File: src/hw/rtl/md4_pkg.sv
package md4_pkg;

    localparam logic [31:0] K_ROUND2 = 32'h5a827999;
    localparam logic [31:0] K_ROUND3 = 32'h6ed9eba1;

    localparam logic [31:0] INIT_A = 32'h67452301;
    localparam logic [31:0] INIT_B = 32'hefcdab89;
    localparam logic [31:0] INIT_C = 32'h98badcfe;
    localparam logic [31:0] INIT_D = 32'h10325476;

    localparam logic [7:0]  PAD_BYTE  = 8'h80;
    localparam int unsigned NUM_WORDS = 16;
    localparam logic [5:0]  LAST_ROUND_STEP = 6'd47;
    localparam logic [5:0]  LEN_POS_LIMIT   = 6'd56;

    typedef enum logic [3:0] {
        OP_NOP,
        OP_WAIT,
        OP_APPEND,
        OP_PAD,
        OP_ZERO,
        OP_LEN,
        OP_LOAD,
        OP_ROUND,
        OP_ADD,
        OP_EMIT,
        OP_INIT
    } op_t;

    typedef enum logic [3:0] {
        C_NEVER,
        C_ALWAYS,
        C_NO_IN,
        C_LEFT_ZERO,
        C_NOT_FULL,
        C_NOT_LAST,
        C_POS_LT56,
        C_ROUND_MORE,
        C_EMIT_MORE
    } cond_t;

    typedef struct packed {
        op_t        op;
        cond_t      cond;
        logic       call;
        logic       ret;
        logic [3:0] target;
    } uword_t;

    typedef struct packed {
        logic in_fire;
        logic out_fire;
        logic left_zero;
        logic pos_full;
        logic pos_lt56;
        logic last;
        logic round_last;
        logic idx_last;
    } status_t;

    // Microprogram addresses.
    localparam logic [3:0] A_WAIT     = 4'd0;
    localparam logic [3:0] A_SCAN     = 4'd1;
    localparam logic [3:0] A_APPEND   = 4'd2;
    localparam logic [3:0] A_FULL     = 4'd3;
    localparam logic [3:0] A_RESUME   = 4'd4;
    localparam logic [3:0] A_CHECK    = 4'd5;
    localparam logic [3:0] A_PAD      = 4'd6;
    localparam logic [3:0] A_XCOMP    = 4'd7;
    localparam logic [3:0] A_ZERO     = 4'd8;
    localparam logic [3:0] A_LEN      = 4'd9;
    localparam logic [3:0] A_FCOMP    = 4'd10;
    localparam logic [3:0] A_EMIT     = 4'd11;
    localparam logic [3:0] A_INIT     = 4'd12;
    localparam logic [3:0] A_LOAD     = 4'd13;
    localparam logic [3:0] A_ROUND    = 4'd14;
    localparam logic [3:0] A_ADD      = 4'd15;

    function automatic uword_t ucode_rom(input logic [3:0] addr);
        uword_t w;
        unique case (addr)
            A_WAIT:   w = '{OP_WAIT,   C_NO_IN,      1'b0, 1'b0, A_WAIT};
            A_SCAN:   w = '{OP_NOP,    C_LEFT_ZERO,  1'b0, 1'b0, A_CHECK};
            A_APPEND: w = '{OP_APPEND, C_NOT_FULL,   1'b0, 1'b0, A_SCAN};
            A_FULL:   w = '{OP_NOP,    C_ALWAYS,     1'b1, 1'b0, A_LOAD};
            A_RESUME: w = '{OP_NOP,    C_ALWAYS,     1'b0, 1'b0, A_SCAN};
            A_CHECK:  w = '{OP_NOP,    C_NOT_LAST,   1'b0, 1'b0, A_WAIT};
            A_PAD:    w = '{OP_PAD,    C_POS_LT56,   1'b0, 1'b0, A_LEN};
            A_XCOMP:  w = '{OP_NOP,    C_ALWAYS,     1'b1, 1'b0, A_LOAD};
            A_ZERO:   w = '{OP_ZERO,   C_NEVER,      1'b0, 1'b0, A_WAIT};
            A_LEN:    w = '{OP_LEN,    C_NEVER,      1'b0, 1'b0, A_WAIT};
            A_FCOMP:  w = '{OP_NOP,    C_ALWAYS,     1'b1, 1'b0, A_LOAD};
            A_EMIT:   w = '{OP_EMIT,   C_EMIT_MORE,  1'b0, 1'b0, A_EMIT};
            A_INIT:   w = '{OP_INIT,   C_ALWAYS,     1'b0, 1'b0, A_WAIT};
            A_LOAD:   w = '{OP_LOAD,   C_NEVER,      1'b0, 1'b0, A_WAIT};
            A_ROUND:  w = '{OP_ROUND,  C_ROUND_MORE, 1'b0, 1'b0, A_ROUND};
            A_ADD:    w = '{OP_ADD,    C_NEVER,      1'b0, 1'b1, A_WAIT};
            default:  w = '{OP_NOP,    C_ALWAYS,     1'b0, 1'b0, A_WAIT};
        endcase
        return w;
    endfunction

    // Message word used by a compression step.
    function automatic logic [3:0] msg_index(input logic [5:0] step);
        logic [3:0] j;
        logic [3:0] idx;
        j = step[3:0];
        case (step[5:4])
            2'd0:    idx = j;
            2'd1:    idx = {j[1:0], j[3:2]};
            default: idx = {j[0], j[1], j[2], j[3]};
        endcase
        return idx;
    endfunction

    function automatic logic [4:0] rot_amount(input logic [5:0] step);
        logic [4:0] s;
        case ({step[5:4], step[1:0]})
            4'b00_00: s = 5'd3;
            4'b00_01: s = 5'd7;
            4'b00_10: s = 5'd11;
            4'b00_11: s = 5'd19;
            4'b01_00: s = 5'd3;
            4'b01_01: s = 5'd5;
            4'b01_10: s = 5'd9;
            4'b01_11: s = 5'd13;
            4'b10_00: s = 5'd3;
            4'b10_01: s = 5'd9;
            4'b10_10: s = 5'd11;
            default:  s = 5'd15;
        endcase
        return s;
    endfunction

endpackage

File: src/hw/rtl/md4_message_digest.sv
// Channel  Direction  Handshake             Payload
// in       input      in_valid / in_ready   data_word, byte_count, end_of_message
// out      output     out_valid / out_ready digest_word, word_index, last_word
//
// An input transaction is taken in the wait state; each valid byte then passes
// through scan and append, and the end-of-item check through scan and check.
// Every 64th byte starts a compression (48 rounds on one shared step unit,
// plus load, chain add, call and return), run from the microcode.
// The final transaction adds padding, one or two compressions, one digest word
// per cycle while out_ready is high, and a return to the initial chain value.
// Reset is asynchronous and active low; no clearing pass is needed.
// A stalled output transaction holds the sequencer in place; no input is
// taken until the fourth digest word has been delivered.
module md4_message_digest (
    input  logic        clk,
    input  logic        rst_n,
    input  logic        in_valid,
    output logic        in_ready,
    input  logic [31:0] data_word,
    input  logic [2:0]  byte_count,
    input  logic        end_of_message,
    output logic        out_valid,
    input  logic        out_ready,
    output logic [31:0] digest_word,
    output logic [1:0]  word_index,
    output logic        last_word
);
    import md4_pkg::*;

    uword_t  uword;
    status_t status;

    // The sequencer steps through the microprogram; the datapath holds the
    // chain value, the block buffer, the byte total and the working set.
    md4_seq u_seq (
        .clk    (clk),
        .rst_n  (rst_n),
        .status (status),
        .uword  (uword)
    );

    md4_dp u_dp (
        .clk            (clk),
        .rst_n          (rst_n),
        .uword          (uword),
        .status         (status),
        .in_valid       (in_valid),
        .in_ready       (in_ready),
        .data_word      (data_word),
        .byte_count     (byte_count),
        .end_of_message (end_of_message),
        .out_valid      (out_valid),
        .out_ready      (out_ready),
        .digest_word    (digest_word),
        .word_index     (word_index),
        .last_word      (last_word)
    );

    // Input and output are never open at the same time.
    assert property (@(posedge clk) disable iff (!rst_n)
        !(in_ready && out_valid))
        else $error("input and output open together");

    // The digest always starts with word a.
    assert property (@(posedge clk) disable iff (!rst_n)
        $rose(out_valid) |-> (word_index == 2'd0))
        else $error("digest does not start at word a");

    // After the last digest word, the init step restores the chain, and then the
    // block waits for the next message.
    assert property (@(posedge clk) disable iff (!rst_n)
        (out_valid && out_ready && last_word) |=> !in_ready ##1 in_ready)
        else $error("no return to idle after digest");

endmodule

File: src/hw/rtl/md4_seq.sv
module md4_seq (
    input  logic              clk,
    input  logic              rst_n,
    input  md4_pkg::status_t  status,
    output md4_pkg::uword_t   uword
);
    import md4_pkg::*;

    logic [3:0] upc_reg;
    logic [3:0] upc_next;
    logic [3:0] ret_reg;
    logic [3:0] ret_next;
    logic       taken;

    assign uword = ucode_rom(upc_reg);

    always_comb
    begin
        case (uword.cond)
            C_NEVER:      taken = 1'b0;
            C_ALWAYS:     taken = 1'b1;
            C_NO_IN:      taken = !status.in_fire;
            C_LEFT_ZERO:  taken = status.left_zero;
            C_NOT_FULL:   taken = !status.pos_full;
            C_NOT_LAST:   taken = !status.last;
            C_POS_LT56:   taken = status.pos_lt56;
            C_ROUND_MORE: taken = !status.round_last;
            C_EMIT_MORE:  taken = !(status.out_fire && status.idx_last);
            default:      taken = 1'b0;
        endcase
    end

    always_comb
    begin
        ret_next = ret_reg;
        if (uword.ret)
        begin
            upc_next = ret_reg;
        end
        else if (taken)
        begin
            upc_next = uword.target;
            if (uword.call)
            begin
                ret_next = upc_reg + 4'd1;
            end
        end
        else
        begin
            upc_next = upc_reg + 4'd1;
        end
    end

    always_ff @(posedge clk or negedge rst_n)
    begin
        if (!rst_n)
        begin
            upc_reg <= A_WAIT;
            ret_reg <= A_WAIT;
        end
        else
        begin
            upc_reg <= upc_next;
            ret_reg <= ret_next;
        end
    end

endmodule

File: src/hw/rtl/md4_dp.sv
module md4_dp (
    input  logic              clk,
    input  logic              rst_n,
    input  md4_pkg::uword_t   uword,
    output md4_pkg::status_t  status,
    input  logic              in_valid,
    output logic              in_ready,
    input  logic [31:0]       data_word,
    input  logic [2:0]        byte_count,
    input  logic              end_of_message,
    output logic              out_valid,
    input  logic              out_ready,
    output logic [31:0]       digest_word,
    output logic [1:0]        word_index,
    output logic              last_word
);
    import md4_pkg::*;

    logic [31:0] chain_reg [4];
    logic [31:0] chain_next [4];
    logic [31:0] work_reg [4];
    logic [31:0] work_next [4];
    logic [31:0] blk_reg [NUM_WORDS];
    logic [31:0] blk_next [NUM_WORDS];
    logic [60:0] total_reg;
    logic [60:0] total_next;
    logic [31:0] hold_reg;
    logic [31:0] hold_next;
    logic [2:0]  left_reg;
    logic [2:0]  left_next;
    logic        last_reg;
    logic        last_next;
    logic [5:0]  step_reg;
    logic [5:0]  step_next;
    logic [1:0]  idx_reg;
    logic [1:0]  idx_next;

    logic        in_fire;
    logic        out_fire;
    logic [5:0]  pos;
    logic [63:0] bit_len;
    logic [31:0] fx;
    logic [31:0] kx;
    logic [31:0] sum;
    logic [63:0] rot_wide;
    logic [31:0] x;
    logic [31:0] y;
    logic [31:0] z;

    assign in_ready    = (uword.op == OP_WAIT);
    assign out_valid   = (uword.op == OP_EMIT);
    assign in_fire     = in_valid && in_ready;
    assign out_fire    = out_valid && out_ready;
    assign digest_word = chain_reg[idx_reg];
    assign word_index  = idx_reg;
    assign last_word   = (idx_reg == 2'd3);

    assign pos     = total_reg[5:0];
    assign bit_len = {total_reg, 3'b000};

    assign status.in_fire    = in_fire;
    assign status.out_fire   = out_fire;
    assign status.left_zero  = (left_reg == 3'd0);
    assign status.pos_full   = (pos == 6'd63);
    assign status.pos_lt56   = (pos < LEN_POS_LIMIT);
    assign status.last       = last_reg;
    assign status.round_last = (step_reg == LAST_ROUND_STEP);
    assign status.idx_last   = (idx_reg == 2'd3);

    // One compression step on the rotating working set a, b, c, d.
    assign x = work_reg[1];
    assign y = work_reg[2];
    assign z = work_reg[3];

    always_comb
    begin
        case (step_reg[5:4])
            2'd0:
            begin
                fx = (x & y) | (~x & z);
                kx = 32'd0;
            end
            2'd1:
            begin
                fx = (x & y) | (x & z) | (y & z);
                kx = K_ROUND2;
            end
            default:
            begin
                fx = x ^ y ^ z;
                kx = K_ROUND3;
            end
        endcase
    end

    assign sum      = work_reg[0] + fx + blk_reg[msg_index(step_reg)] + kx;
    assign rot_wide = {32'd0, sum} << rot_amount(step_reg);

    always_comb
    begin
        chain_next = chain_reg;
        work_next  = work_reg;
        blk_next   = blk_reg;
        total_next = total_reg;
        hold_next  = hold_reg;
        left_next  = left_reg;
        last_next  = last_reg;
        step_next  = step_reg;
        idx_next   = idx_reg;

        unique case (uword.op)
            OP_NOP:
            begin
            end
            OP_WAIT:
            begin
                if (in_fire)
                begin
                    hold_next = data_word;
                    left_next = (byte_count > 3'd4) ? 3'd4 : byte_count;
                    last_next = end_of_message;
                end
            end
            OP_APPEND:
            begin
                blk_next[pos[5:2]][{pos[1:0], 3'b000} +: 8] = hold_reg[7:0];
                hold_next  = {8'd0, hold_reg[31:8]};
                left_next  = left_reg - 3'd1;
                total_next = total_reg + 61'd1;
            end
            OP_PAD:
            begin
                for (int w = 0; w < NUM_WORDS; w++)
                begin
                    if (4'(w) == pos[5:2])
                    begin
                        for (int l = 0; l < 4; l++)
                        begin
                            if (2'(l) == pos[1:0])
                            begin
                                blk_next[w][8*l +: 8] = PAD_BYTE;
                            end
                            else if (2'(l) > pos[1:0])
                            begin
                                blk_next[w][8*l +: 8] = 8'd0;
                            end
                        end
                    end
                    else if (4'(w) > pos[5:2])
                    begin
                        blk_next[w] = 32'd0;
                    end
                end
            end
            OP_ZERO:
            begin
                for (int w = 0; w < NUM_WORDS; w++)
                begin
                    blk_next[w] = 32'd0;
                end
            end
            OP_LEN:
            begin
                blk_next[14] = bit_len[31:0];
                blk_next[15] = bit_len[63:32];
            end
            OP_LOAD:
            begin
                work_next = chain_reg;
                step_next = 6'd0;
            end
            OP_ROUND:
            begin
                // The updated register moves to position one, so the next
                // step always updates position zero.
                work_next[0] = work_reg[3];
                work_next[1] = rot_wide[31:0] | rot_wide[63:32];
                work_next[2] = work_reg[1];
                work_next[3] = work_reg[2];
                step_next    = step_reg + 6'd1;
            end
            OP_ADD:
            begin
                for (int i = 0; i < 4; i++)
                begin
                    chain_next[i] = chain_reg[i] + work_reg[i];
                end
            end
            OP_EMIT:
            begin
                if (out_fire)
                begin
                    idx_next = idx_reg + 2'd1;
                end
            end
            OP_INIT:
            begin
                chain_next[0] = INIT_A;
                chain_next[1] = INIT_B;
                chain_next[2] = INIT_C;
                chain_next[3] = INIT_D;
                total_next    = 61'd0;
            end
            default:
            begin
            end
        endcase
    end

    always_ff @(posedge clk or negedge rst_n)
    begin
        if (!rst_n)
        begin
            chain_reg[0] <= INIT_A;
            chain_reg[1] <= INIT_B;
            chain_reg[2] <= INIT_C;
            chain_reg[3] <= INIT_D;
            total_reg    <= 61'd0;
            left_reg     <= 3'd0;
            last_reg     <= 1'b0;
            step_reg     <= 6'd0;
            idx_reg      <= 2'd0;
        end
        else
        begin
            chain_reg <= chain_next;
            total_reg <= total_next;
            left_reg  <= left_next;
            last_reg  <= last_next;
            step_reg  <= step_next;
            idx_reg   <= idx_next;
        end
    end

    always_ff @(posedge clk)
    begin
        work_reg <= work_next;
        blk_reg  <= blk_next;
        hold_reg <= hold_next;
    end

endmodule
File: config.mk
export PLATFORM = sky130hd
export DESIGN_NAME = md4_message_digest
export DESIGN_NICKNAME = d
export VERILOG_FILES = /design/src/hw/rtl/md4_pkg.sv /design/src/hw/rtl/md4_message_digest.sv /design/src/hw/rtl/md4_seq.sv /design/src/hw/rtl/md4_dp.sv
export SDC_FILE = /design/constraint.sdc
export NUM_CORES = 2
export LEC_CHECK = 0
export BUFFER_PORTS_ARGS = -buffer_cell sky130_fd_sc_hd__buf_2
export CAP_MARGIN = 20
export CELL_PAD_IN_SITES_DETAIL_PLACEMENT = 0
export CELL_PAD_IN_SITES_GLOBAL_PLACEMENT = 1
export CORE_MARGIN = 2
export CORE_UTILIZATION = 51
export DETAILED_ROUTE_END_ITERATION = 8
export PLACE_DENSITY_LB_ADDON = 0.2
export SETUP_SLACK_MARGIN = 0.4
export SLEW_MARGIN = 25
export SYNTH_ARGS = -nofsm -noshare
export SYNTH_HDL_FRONTEND = slang
export SYNTH_SLANG_ARGS = --single-unit
export TNS_END_PERCENT = 10
File: constraint.sdc
create_clock -name clk -period 9.3 [get_ports clk]
set_clock_uncertainty 0.05 [all_clocks]
set_input_delay 0.465 -clock clk [delete_from_list [all_inputs] [get_ports clk]]
set_output_delay 0.465 -clock clk [all_outputs]
set_load 0.05 [all_outputs]
==> flow_summary_export.csv <==
group,metric,value,unit
setup_path,crit_top_cell,"a21oi_1",
placed_design,place_congestion,0.9270,
die,die-area,113900,um2
setup_path,cp_slowest_cell,"a2111oi_1",
sta,report.final.slew_viol_count,0,
layout,final_core_util,0.5643,
global_routing,top_usage_layer,"met2",
sta,rsz0062_at_grt,"false",
setup_path,worst_ep_required_time,9.81,ns
global_routing,grt_start_max_net_pins,200,
setup_path,crit_path_start_kind,"flop",
sta,period_minus_slack,7.892,ns
synth,synthDistinctLibCells,104,
setup_path,crit_type,"reg -> reg",
synth,synth_seq_cells,881,
clock_network,cts_inserted_buffers,103,
synth,ys_seq_area_frac,0.4493,
global_routing,antenna_found_initial,3,
layout,n_fill_cell,9851,
layout,layout.cells.non_filler,7474,
global_routing,grt_pass1_wl,281.6,mm
sta,slew_headroom,0.1611,
routing,drcViolationCount,0,
setup_path,critPathArrivalTime,8.41,ns
synth,avgSynthCellArea,9.498,um2
die,rows,122,
outcome,status,"completed",
routing,vias,46530,
layout,layout_common_cells,"nor2_1, nand2_1, a21oi_1, edfxtp_1, o21ai_0",
global_routing,grt_use_total,0.3276,
routing,routed_via_density,6.226,
routing,avgRoutedWirePerCell,25.16,um
routing,first_pass_iters,6,
global_routing,overflow,0,
layout,layout_commonest_cell,"nor2_1",
clock_network,cts_max_level,3,
die,die_x,337.5,um
synth,yosysWarnings,0,
placed_design,io_buffers,76,
layout,seq_area,25500,um2
pwr,power.leakage,0.02254,uW
hold_path,min_path_type,"in -> reg",
synth,async_flop_share,0.2372,
flow_run,max_cap_violations,0,
die,io_pins,77,
synth,ys.flop_type,"edfxtp_1",
setup_path,max_stage_delay,0.94,ns
synth,synth_nets,6289,
clock_network,clk-insertion-delay-late,0.72,ns
clock_network,cts_tree,"built",
setup_path,r2r_slack,1.41,ns
setup_path,path_max_fanout,24,
placed_design,hpwl,131.7,mm
synth,synth_edf_count,672,
layout,largest_reg_flops,512,
die,start_util,0.5134,
layout,n_antenna_cell,0,
die,core,110500,um2
die,die_h,337.5,um
setup_path,cp-end-kind,"flop",
layout,drive_gt1_frac,0.1108,
sta,fmax,126.7,MHz
layout,synthToLayoutAreaGrowth,9.931,%
pwr,ir_drop,0.1512,mV
sta,tightest_slew,1.258,ns
clock_network,ctsRootBufferMaster,"clkbuf_16",
clock_network,clock_path_buffers,3,
global_routing,grt_use_met2,0.5333,
layout,fin_nets,6212,
setup_path,crit_path_cell_trace,"mux2i_1 -> nor2_1 -> a21oi_4 -> buf_4 -> mux4_2 -> nand2_1 -> and3_1 -> a21oi_1 -> fa_1 -> fa_1 -> ha_1 -> nor2b_1 -> o31ai_1 -> a21oi_1 -> a31o_2 -> a32o_1 -> a2111oi_1 -> a21oi_1 -> nand2_1 -> o21ai_0 -> a31o_2 -> a21oi_1",
clock_network,clkTransAtPathRegs,0.06,ns
sta,tns,0,ns
routing,ant_nets,0,
global_routing,grt_util_met1,0.4300,
routing,drtIter0Drc,4694,
sta,min_period_over_period,0.8486,
layout,multi_input_area,29180,um2
pwr,powerDensity,136.3,nW/um2
placed_design,post-place-cells,7243,
sta,finalHoldViolations,0,
routing,wirelength,188.0,mm
synth,postSynthCellCount,5973,
global_routing,grtUsageMet3,0.05558,
synth,synth_area,56730,um2
global_routing,first_global_vias,44380,
clock_network,clock-sinks,881,
sta,setup_viol,0,
[Yosys cell counts, types with 47 or more instances]
library cell / number / share of area
nor2_1: 1129 / 0.075
nand2_1: 742 / 0.049
and3_1: 54 / 0.0060
mux4_2: 156 / 0.062
nor3_1: 47 / 0.0041
clkbuf_1: 313 / 0.021
o21ai_0: 322 / 0.028
xnor2_1: 78 / 0.012
mux2i_1: 72 / 0.013
nand3_1: 55 / 0.0049
edfxtp_1: 672 / 0.36
dfstp_2: 64 / 0.030
a21oi_1: 707 / 0.062
fa_1: 91 / 0.032
a21o_1: 66 / 0.0087
ha_1: 185 / 0.041
a31oi_1: 69 / 0.0076
xor2_1: 107 / 0.017
inv_1: 222 / 0.015
a21boi_0: 47 / 0.0062
dfrtp_1: 145 / 0.064
[report_power, final]
| group | internal (uW) | switching (uW) |
|---|---|---|
| Combinational | 18.9 | 28.5 |
| Sequential | 4190 | 0 |
| Clock | 2450 | 1810 |
[per-layer routing]
layer / up-vias / wire length (um)
met4: 4 / 9529
met2: 2070 / 89050
met1: 22850 / 74840
li1: 21170 / -
met5: - / 18
met3: 438 / 14600
[worst paths after layout]
kind                                         startpoint                             end  cells past startpoint
max                        u_dp.step_reg[4]$_DFFE_PN0P_             u_dp.x[6]$_DFFE_PP_                     22
min                                       byte_count[2]    u_dp.left_reg[2]$_DFFE_PN0P_                      3
max reg2reg                u_dp.step_reg[4]$_DFFE_PN0P_             u_dp.x[6]$_DFFE_PP_                     22
min reg2reg                u_dp.left_reg[0]$_DFFE_PN0P_    u_dp.left_reg[0]$_DFFE_PN0P_                      1
max in group asynchronous                         rst_n  u_dp.total_reg[29]$_DFFE_PN0P_                      3
min in group asynchronous                         rst_n  u_dp.chain_reg[11]$_DFFE_PN0P_                      2
[worst max-delay path: cells and delay by family, from the launching register on]
family / cells / cell delay (ns)
DFF: 1 / 0.63
buffers and inverters: 1 / 0.31
adders and majority gates: 3 / 1.44
AOI/OAI and AO/OA: 11 / 3.89
and+or+nand+nor: 5 / 0.66
muxes: 2 / 0.73
[logic make-up after synthesis]
| family | synth area share |
|---|---|
| XOR/XNOR | 0.02904 |
| multiplexers | 0.07847 |
| AND/OR/NAND/NOR | 0.1610 |
| flip-flops | 0.4493 |
| buffers and inverters | 0.04111 |
| adder cells (fa/ha/maj) | 0.07291 |
| AO/OA/AOI/OAI | 0.1682 |
[cell type report]
| type | instances | share of cell area |
|---|---|---|
| tap | 1488 | 0.02985 |
| sequential | 881 | 0.4088 |
| multi-input combinational | 4488 | 0.4679 |
| clock buffer | 134 | 0.04552 |
| inverter | 222 | 0.01344 |
| clock inverter | 61 | 0.01105 |
| timing repair buffer | 200 | 0.02343 |
[through the flow]
| stage | power, uW | instance area [um2] | setup slack (ns) | hold slack (ns) |
|---|---|---|---|---|
| final | 8501 | 62370 | 1.408 | 0.03493 |
| after global routing | 8703 | 62370 | 1.161 | 0.04593 |
| after CTS | 8551 | 62300 | 1.582 | 0.009075 |
| after detailed placement | 4310 | 58430 | 1.590 | 0.4453 |
| after global placement | 4310 | 58400 | 1.581 | 0.4184 |
| after floorplan | 4278 | 56730 | 2.861 | 0.1194 |
[repair_timing]
action / CTS / global route
hold buffers: 34 / 0
endpoints found under the hold margin: 83 / 0
setup buffers: 0 / 0
resized for setup: 0 / 0
No activity file was read; power rests on OpenSTA's default activity.
